--- config.mk ---
export PLATFORM = sky130hd
export DESIGN_NAME = packet_frame_checker_top_flat
export DESIGN_NICKNAME = d
export VERILOG_FILES = /design/src/sv/pfc_pkg.sv /design/src/sv/pfc_in_if.sv /design/src/sv/pfc_out_if.sv /design/src/sv/pfc_core.sv /design/src/sv/pfc_queue.sv /design/src/sv/packet_frame_checker_top.sv /design/src/flat_wrapper.sv
export SDC_FILE = /design/constraint.sdc
export NUM_CORES = 1
export LEC_CHECK = 0
export ABC_AREA = 0
export BUFFER_PORTS_ARGS = -buffer_cell sky130_fd_sc_hd__buf_2
export CORE_MARGIN = 2
export CORE_UTILIZATION = 45
export DETAILED_ROUTE_END_ITERATION = 12
export PLACE_DENSITY = 0.74
export SETUP_SLACK_MARGIN = 0.02
export SYNTH_ARGS = -nofsm -noshare
export SYNTH_HDL_FRONTEND = slang
export SYNTH_SLANG_ARGS = --single-unit
--- constraint.sdc ---
create_clock -name clk -period 7.1 [get_ports clk]
set_clock_uncertainty 0.1 [all_clocks]
set_input_delay 0.71 -clock clk [delete_from_list [all_inputs] [get_ports clk]]
set_output_delay 0.71 -clock clk [all_outputs]
set_load 0.05 [all_outputs]
--- src/sv/pfc_pkg.sv ---
// Package for the packet frame checker: result item type, status and kind codes,
// header constants and the byte-wide reflected CRC-32 update.
// No dependencies.
package pfc_pkg;

  localparam logic [31:0] MAGIC_VALUE  = 32'hA1C9F00D;
  localparam logic [31:0] CRC_POLY     = 32'hEDB88320;
  localparam logic [31:0] HEADER_BYTES = 32'd16;
  localparam int          QUEUE_DEPTH  = 4;
  localparam int          QUEUE_AW     = $clog2(QUEUE_DEPTH);

  typedef enum logic [2:0] {
    ST_OK        = 3'd0,
    ST_TRUNCATED = 3'd1,
    ST_BAD_MAGIC = 3'd2,
    ST_LEN_ERR   = 3'd3,
    ST_CRC_ERR   = 3'd4
  } status_t;

  typedef enum logic {
    KIND_PAYLOAD = 1'b0,
    KIND_STATUS  = 1'b1
  } kind_t;

  typedef struct packed {
    kind_t       kind;
    logic [7:0]  payload_byte;
    status_t     status;
    logic [15:0] packet_version;
    logic [31:0] payload_size;
    logic        end_of_packet;
  } result_t;

  typedef struct packed {
    logic    pay_valid;
    logic    stat_valid;
    result_t pay;
    result_t stat;
  } push_t;

  function automatic logic [31:0] crc_byte(input logic [31:0] crc_in, input logic [7:0] b);
    logic [31:0] c;
    c = crc_in ^ {24'd0, b};
    for (int k = 0; k < 8; k++) begin
      if (c[0]) begin
        c = (c >> 1) ^ CRC_POLY;
      end else begin
        c = c >> 1;
      end
    end
    return c;
  endfunction

endpackage

--- src/sv/pfc_in_if.sv ---
// Input channel of the packet frame checker: one packet byte per item.
// Depends on nothing.
interface pfc_in_if;
  logic       valid;
  logic       ready;
  logic [7:0] data_byte;
  logic       last_byte;

  modport source (output valid, output data_byte, output last_byte, input ready);
  modport sink (input valid, input data_byte, input last_byte, output ready);
endinterface

--- src/sv/pfc_out_if.sv ---
// Result channel of the packet frame checker: payload bytes and end-of-packet status.
// Depends on nothing.
interface pfc_out_if;
  logic        valid;
  logic        ready;
  logic        kind;
  logic [7:0]  payload_byte;
  logic [2:0]  status;
  logic [15:0] packet_version;
  logic [31:0] payload_size;
  logic        end_of_packet;

  modport source (output valid, output kind, output payload_byte, output status,
                  output packet_version, output payload_size, output end_of_packet,
                  input ready);
  modport sink (input valid, input kind, input payload_byte, input status,
                input packet_version, input payload_size, input end_of_packet,
                output ready);
endinterface

--- src/sv/pfc_core.sv ---
// Header capture, payload forwarding, CRC-32 and status decision for one byte item.
// Depends on pfc_pkg.
module pfc_core (
  input  logic           clk,
  input  logic           rst,
  input  logic           accept,
  input  logic [7:0]     data_byte,
  input  logic           last_byte,
  output pfc_pkg::push_t push
);

  logic [31:0] bytes_seen, bytes_seen_next;
  logic [31:0] magic_word, magic_word_next;
  logic [15:0] version_word, version_word_next;
  logic [15:0] extra_header_len, extra_header_len_next;
  logic [31:0] payload_len, payload_len_next;
  logic [31:0] expected_crc, expected_crc_next;
  logic [31:0] running_crc, running_crc_next;
  logic [33:0] need_sum;

  logic            in_header;
  logic            saturated;
  logic            in_payload;
  logic [31:0]     payload_offs;
  pfc_pkg::status_t st;

  always_comb begin
    magic_word_next       = magic_word;
    version_word_next     = version_word;
    extra_header_len_next = extra_header_len;
    payload_len_next      = payload_len;
    expected_crc_next     = expected_crc;
    running_crc_next      = running_crc;

    in_header    = (bytes_seen[31:4] == 28'd0);
    saturated    = &bytes_seen;
    payload_offs = bytes_seen - pfc_pkg::HEADER_BYTES;
    in_payload   = !in_header && !saturated && (payload_offs < payload_len);

    if (in_header) begin
      case (bytes_seen[3:2])
        2'd0: magic_word_next[{bytes_seen[1:0], 3'b000} +: 8] = data_byte;
        2'd1: begin
          if (!bytes_seen[1]) begin
            version_word_next[{bytes_seen[0], 3'b000} +: 8] = data_byte;
          end else begin
            extra_header_len_next[{bytes_seen[0], 3'b000} +: 8] = data_byte;
          end
        end
        2'd2: payload_len_next[{bytes_seen[1:0], 3'b000} +: 8] = data_byte;
        default: expected_crc_next[{bytes_seen[1:0], 3'b000} +: 8] = data_byte;
      endcase
    end else if (in_payload) begin
      running_crc_next = pfc_pkg::crc_byte(running_crc, data_byte);
    end

    bytes_seen_next = saturated ? bytes_seen : bytes_seen + 32'd1;

    if (bytes_seen_next < pfc_pkg::HEADER_BYTES) begin
      st = pfc_pkg::ST_TRUNCATED;
    end else if (magic_word_next != pfc_pkg::MAGIC_VALUE) begin
      st = pfc_pkg::ST_BAD_MAGIC;
    end else if (need_sum > {2'b00, bytes_seen_next}) begin
      st = pfc_pkg::ST_LEN_ERR;
    end else if (~running_crc_next != expected_crc_next) begin
      st = pfc_pkg::ST_CRC_ERR;
    end else begin
      st = pfc_pkg::ST_OK;
    end

    push.pay_valid                = accept && in_payload;
    push.pay.kind                 = pfc_pkg::KIND_PAYLOAD;
    push.pay.payload_byte         = data_byte;
    push.pay.status               = pfc_pkg::ST_OK;
    push.pay.packet_version       = 16'd0;
    push.pay.payload_size         = 32'd0;
    push.pay.end_of_packet        = 1'b0;

    push.stat_valid               = accept && last_byte;
    push.stat.kind                = pfc_pkg::KIND_STATUS;
    push.stat.payload_byte        = 8'd0;
    push.stat.status              = st;
    push.stat.packet_version      = version_word_next;
    push.stat.payload_size        = payload_len_next;
    push.stat.end_of_packet       = 1'b1;
  end

  always_ff @(posedge clk) begin
    if (rst) begin
      bytes_seen       <= '0;
      magic_word       <= '0;
      version_word     <= '0;
      extra_header_len <= '0;
      payload_len      <= '0;
      expected_crc     <= '0;
      running_crc      <= '1;
      need_sum         <= {2'b00, pfc_pkg::HEADER_BYTES};
    end else begin
      need_sum <= {2'b00, payload_len} + {18'd0, extra_header_len}
                  + {2'b00, pfc_pkg::HEADER_BYTES};
      if (accept) begin
        if (last_byte) begin
          bytes_seen       <= '0;
          magic_word       <= '0;
          version_word     <= '0;
          extra_header_len <= '0;
          payload_len      <= '0;
          expected_crc     <= '0;
          running_crc      <= '1;
        end else begin
          bytes_seen       <= bytes_seen_next;
          magic_word       <= magic_word_next;
          version_word     <= version_word_next;
          extra_header_len <= extra_header_len_next;
          payload_len      <= payload_len_next;
          expected_crc     <= expected_crc_next;
          running_crc      <= running_crc_next;
        end
      end
    end
  end

endmodule

--- src/sv/pfc_queue.sv ---
// Result queue: takes up to two result items per cycle, hands out one per handshake.
// Depends on pfc_pkg.
module pfc_queue (
  input  logic             clk,
  input  logic             rst,
  input  pfc_pkg::push_t   push,
  output logic             space,
  output logic             head_valid,
  output pfc_pkg::result_t head,
  input  logic             pop
);

  localparam int AW = pfc_pkg::QUEUE_AW;

  pfc_pkg::result_t mem [pfc_pkg::QUEUE_DEPTH];
  logic [AW-1:0]    rd_ptr;
  logic [AW-1:0]    wr_ptr;
  logic [AW:0]      count;
  logic [AW:0]      n_push;
  logic             do_pop;
  pfc_pkg::result_t first;

  always_comb begin
    head_valid = (count != '0);
    head       = mem[rd_ptr];
    space      = (count <= (AW + 1)'(pfc_pkg::QUEUE_DEPTH - 2));
    do_pop     = pop && head_valid;
    n_push     = (AW + 1)'(push.pay_valid) + (AW + 1)'(push.stat_valid);
    first      = push.pay_valid ? push.pay : push.stat;
  end

  always_ff @(posedge clk) begin
    if (n_push != '0) begin
      mem[wr_ptr] <= first;
    end
    if (push.pay_valid && push.stat_valid) begin
      mem[wr_ptr + AW'(1)] <= push.stat;
    end
  end

  always_ff @(posedge clk) begin
    if (rst) begin
      rd_ptr <= '0;
      wr_ptr <= '0;
      count  <= '0;
    end else begin
      wr_ptr <= wr_ptr + n_push[AW-1:0];
      if (do_pop) begin
        rd_ptr <= rd_ptr + AW'(1);
      end
      count <= count + n_push - (AW + 1)'(do_pop);
    end
  end

endmodule

--- src/sv/packet_frame_checker_top.sv ---
// Packet frame checker top level: byte items in, payload and status items out.
// Results: each result item is registered in the result queue when its byte item is accepted.
// Throughput: one byte item per cycle; the four-entry result queue sets ready.
// Reset: synchronous rst clears the header fields, byte counter, CRC and queue.
// Depends on pfc_pkg, pfc_in_if, pfc_out_if, pfc_core and pfc_queue.
module packet_frame_checker_top (
  input logic      clk,
  input logic      rst,
  pfc_in_if.sink   packet,
  pfc_out_if.source result
);

  logic             accept;
  logic             space;
  logic             head_valid;
  pfc_pkg::push_t   push;
  pfc_pkg::result_t head;

  assign packet.ready = space;
  assign accept       = packet.valid && space;

  pfc_core u_core (
    .clk       (clk),
    .rst       (rst),
    .accept    (accept),
    .data_byte (packet.data_byte),
    .last_byte (packet.last_byte),
    .push      (push)
  );

  pfc_queue u_queue (
    .clk        (clk),
    .rst        (rst),
    .push       (push),
    .space      (space),
    .head_valid (head_valid),
    .head       (head),
    .pop        (result.ready)
  );

  assign result.valid          = head_valid;
  assign result.kind           = head.kind;
  assign result.payload_byte   = head.payload_byte;
  assign result.status         = head.status;
  assign result.packet_version = head.packet_version;
  assign result.payload_size   = head.payload_size;
  assign result.end_of_packet  = head.end_of_packet;

  a_stat_on_last: assert property (@(posedge clk) disable iff (rst)
    push.stat_valid |-> (packet.valid && packet.ready && packet.last_byte))
    else $error("status item without an accepted last byte");

  a_pay_byte: assert property (@(posedge clk) disable iff (rst)
    push.pay_valid |-> (accept && push.pay.payload_byte == packet.data_byte))
    else $error("forwarded byte differs from accepted item");

  a_no_push_when_full: assert property (@(posedge clk) disable iff (rst)
    (push.pay_valid || push.stat_valid) |-> space)
    else $error("result pushed without queue space");

endmodule

--- src/flat_wrapper.sv ---
// flat-port wrapper written by rule: the top's interface ports become plain ports
module packet_frame_checker_top_flat 
  (clk, rst, packet_valid, packet_data_byte, packet_last_byte, packet_ready, result_valid, result_kind, result_payload_byte, result_status, result_packet_version, result_payload_size, result_end_of_packet, result_ready);
  pfc_in_if packet_i ();
  pfc_out_if result_i ();
  input logic clk;
  input logic rst;
  input wire logic [$bits(packet_i.valid)-1:0] packet_valid;
  input wire logic [$bits(packet_i.data_byte)-1:0] packet_data_byte;
  input wire logic [$bits(packet_i.last_byte)-1:0] packet_last_byte;
  output wire logic [$bits(packet_i.ready)-1:0] packet_ready;
  output wire logic [$bits(result_i.valid)-1:0] result_valid;
  output wire logic [$bits(result_i.kind)-1:0] result_kind;
  output wire logic [$bits(result_i.payload_byte)-1:0] result_payload_byte;
  output wire logic [$bits(result_i.status)-1:0] result_status;
  output wire logic [$bits(result_i.packet_version)-1:0] result_packet_version;
  output wire logic [$bits(result_i.payload_size)-1:0] result_payload_size;
  output wire logic [$bits(result_i.end_of_packet)-1:0] result_end_of_packet;
  input wire logic [$bits(result_i.ready)-1:0] result_ready;
  assign packet_i.valid = packet_valid;
  assign packet_i.data_byte = packet_data_byte;
  assign packet_i.last_byte = packet_last_byte;
  assign packet_ready = packet_i.ready;
  assign result_valid = result_i.valid;
  assign result_kind = result_i.kind;
  assign result_payload_byte = result_i.payload_byte;
  assign result_status = result_i.status;
  assign result_packet_version = result_i.packet_version;
  assign result_payload_size = result_i.payload_size;
  assign result_end_of_packet = result_i.end_of_packet;
  assign result_i.ready = result_ready;
  packet_frame_checker_top u_core (.clk(clk), .rst(rst), .packet(packet_i), .result(result_i));
endmodule
==> results.yml <==
floorplanning:
  dieArea_um2: 55600
  rows: 84
  coreArea_um2: 52900
  start_util_pct: 45.8
  io_pins: 76
  die_x_um: 236
  die_h_um: 236
placed_design:
  gp_congestion: 0.949
  dp_hpwl_mm: 49.1
  portBuffers: 75
run_status:
  status: "complete, no violations"
yosys:
  synthMuxAreaShare_pct: 7.93
  ys_async_sr_fraction_pct: 0
  synth-compound-area-share_pct: 11.6
  synth_edf_count: 204
  synth-simple-area-share_pct: 16.4
  synth.net_count: 2557
  yosys.area_share.xor_xnor_pct: 7.02
  netlist-cell-type-count: 75
  synth_seq_cells: 474
  synth_fa_ha_area_share_pct: 5.80
  synth-seq-area-share_pct: 47.7
  yosysWarnings: 0
  synthCells: 2433
  ys.flop_type: "dfxtp_1"
  avgSynthCellArea_um2: 9.95
  synth_top_family_by_area: "simple AND/OR/NAND/NOR gates"
  synth_area_um2: 24200
clocking:
  ctsRootBufferMaster: "clkbuf_16"
  numCtsBuffers: 46
  clock_sink_count: 474
  cts_max_path_buffers: 3
  postCtsSetupRepairBufs: 0
  insertion_delay_ns: 0.59
  htreeDepth: 2
  clk_pin_slew_ns: 0.06
  cts_tree: "built"
critical_path:
  cp_slowest_stage_delay_ns: 0.43
  crit_chain: "or3_1 > nor3_1 > nand2b_1 > or2_2 > nor3_1 > nand2b_1 > nor4_2 > nand2_1 > nor4_1 > xor2_1 > ha_1 > nand3_1 > nor4_1 > nand2_1 > a211o_1 > nand2_1 > nor2_4 > ha_1 > and3_1 > a21oi_2 > clkinvlp_4 > o21ai_4 > buf_12 > nor2_1"
  cp_data_arrival_time_ns: 6.74
  crit_top_cell: "nand2_1"
  worstPathRequired_ns: 7.29
  startpoint_type: "flop"
  cp_max_fo: 29
  cp_slowest_cell: "or3_1"
  criticalPathCategory: "flop to flop"
  end_kind: "flop"
cells_and_area:
  layout_commonest_cell: "nor2_1"
  final_cell_mix: "nor2_1 (377), dfxtp_1 (268), nand2_1 (214), edfxtp_1 (204), xnor2_1 (124)"
  drive_gt1_share_pct: 11.9
  finish.net_count: 2583
  syn2layout_area_growth_pct: 11.9
  nFillCells: 4536
  regArea_um2: 11500
  multi_input_area_um2: 11900
sta:
  timing.fmax_ghz: 0.153
  worst_slew_pin_slew_ns: 1.14
  finalMaxSlewViolations: 0
  finalSetupTns_ns: 0
  slew-limit-headroom_pct: 23.5
  finalHoldViolCount: 0
  fin_crit_sh_pct: 92.2
  finalSetupViolations: 0
  finalCriticalPeriod_ns: 6.55
  rsz0062_at_grt: "false"
  whs_ns: 0.344
global_route:
  grt_max_degree: 85
  grt_pass1_vias: 18900
  antenna_found_initial: 5
  grt_first_pass_wirelength_mm: 108
  grt_usage_pct: 24.5
  grt_overflow_total: 0
drt:
  drt-initial-drc-count: 1882
  drt-total-wl_mm: 69.7
  viasPerCell: 6.02
  wl_met2_mm: 33.0
  vias: 19200
  drcViolationCount: 0
  topRoutingLayerUsed: "met5"
  ant_nets: 0
  routed-wl-met3_mm: 5.45
  wl_per_cell_um: 21.9
  first_pass_iters: 6
  wl_met1_mm: 28.6
pwr:
  leakage_nw: 9.67
  ir_worst_vdd_mv: 0.190
  p_per_area_nw_per_um2: 261
worst_hold_path:
  hold_path_class: "primary input to flop"
run:
  cap_violations: 0
## flip-flops by register name, indices dropped and copies added (netlist names), named ones only
| signal | flops |
|---|---|
| u_core.u_queue.wr_ptr | 2 |
| u_core.u_queue.rd_ptr | 2 |
| u_core.u_core.bytes_seen | 32 |
| u_core.u_core.running_crc | 32 |
| u_core.u_core.magic_word | 32 |
| u_core.u_core.expected_crc | 32 |
| u_core.u_core.version_word | 16 |
| u_core.u_core.extra_header_len | 16 |
| u_core.u_core.payload_len | 32 |
| u_core.u_core.need_sum | 33 |
| u_core.u_queue.count | 3 |
| u_core.u_queue.mem | 240 |
## cell type report
class                           instances  share of cell area, %
Timing Repair Buffer                  122                   2.87
Clock buffer                           62                   4.92
Sequential cell                       474                   42.6
Clock inverter                         23                   1.37
Tap cell                              688                   3.18
Antenna cell                            4                 0.0370
Multi-Input combinational cell       1732                   43.8
Inverter                               83                   1.21
## layer usage
layer / global-route usage (%) / up-vias
met3: 3.55 / 162
li1: - / 8760
met5: 0 / -
met1: 32.1 / 9398
met4: 9.82 / 2
met2: 40.9 / 881
## path summary, 6_finish.rpt
| check | start | endpoint | slack, ns | cells after the start |
|---|---|---|---|---|
| max reg2reg | u_core.u_core.bytes_seen[7] | u_core.u_queue.mem[2][23] | 0.55 | 24 |
| min reg2reg | u_core.u_queue.mem[2][0] | u_core.u_queue.mem[2][0] | 0.35 | 2 |
| max | u_core.u_core.bytes_seen[7] | u_core.u_queue.mem[2][23] | 0.55 | 24 |
| min | rst | flop | 0.34 | 2 |
## cells by family after synthesis
logic type	after synthesis
and+or+nand+nor	871
xor gates and xnor gates	194
DFF	474
AOI/OAI and AO/OA	440
buffers and inverters	227
muxes	116
adders and majority gates	111
## critical path: cells and delay by family, from the launching register on
kind                       cells  cell delay, ns
buffers and inverters          2            0.51
AOI/OAI and AO/OA              3            1.10
and+or+nand+nor               16            3.40
DFF                            1            0.38
xor gates and xnor gates       1            0.12
adders and majority gates      2            0.63
## power by group
group,switching [W],internal (W)
combinational,0.000987,0.000408
sequential,0.0000505,0.00290
clock,0.00111,0.00162
## cells in the mapped netlist (13+ instances only)
library cell,count,area share [%]
nor2_1,380,5.9
dfxtp_1,270,22
nand2_1,214,3.3
edfxtp_1,204,25
xnor2_1,124,4.5
clkbuf_1,122,1.9
o21ai_0,117,2.4
ha_1,109,5.6
a21oi_1,100,2.1
inv_1,81,1.3
xor2_1,70,2.5
mux4_2,60,5.6
nor3_1,55,1.1
mux2i_1,54,2.2
a22o_1,53,1.9
nand3_1,37,0.77
o22ai_1,34,0.88
nand4_1,31,0.80
nor4_1,27,0.70
a22oi_1,25,0.78
and3_1,22,0.57
a21o_1,20,0.62
or3_1,19,0.49
o211ai_1,17,0.53
nand2b_1,16,0.41
and2_1,14,0.36
buf_1,14,0.22
o21ai_1,13,0.27
## through the flow
step / std cells / cell area [um^2] / worst slack [ns] / utilization, % / total power (W)
final: 3188 / 27100 / 0.554 / 51.2 / 0.00708
after global routing: 3188 / 27100 / 0.0205 / 51.2 / 0.00728
after CTS: 3184 / 27000 / 0.124 / 51.2 / 0.00711
after detailed placement: 3099 / 25300 / 0.166 / 47.9 / 0.00441
after global placement: 3099 / 25300 / 0.319 / 47.9 / 0.00440
after floorplan: 2433 / 24300 / 0.0390 / - / 0.00406
## what timing repair did
item,in CTS,in global routing
resized for setup,0,8
hold buffers,0,0
endpoints found under the hold margin,0,0
setup endpoints to repair,0,374
No activity file was read; power rests on OpenSTA's default activity.
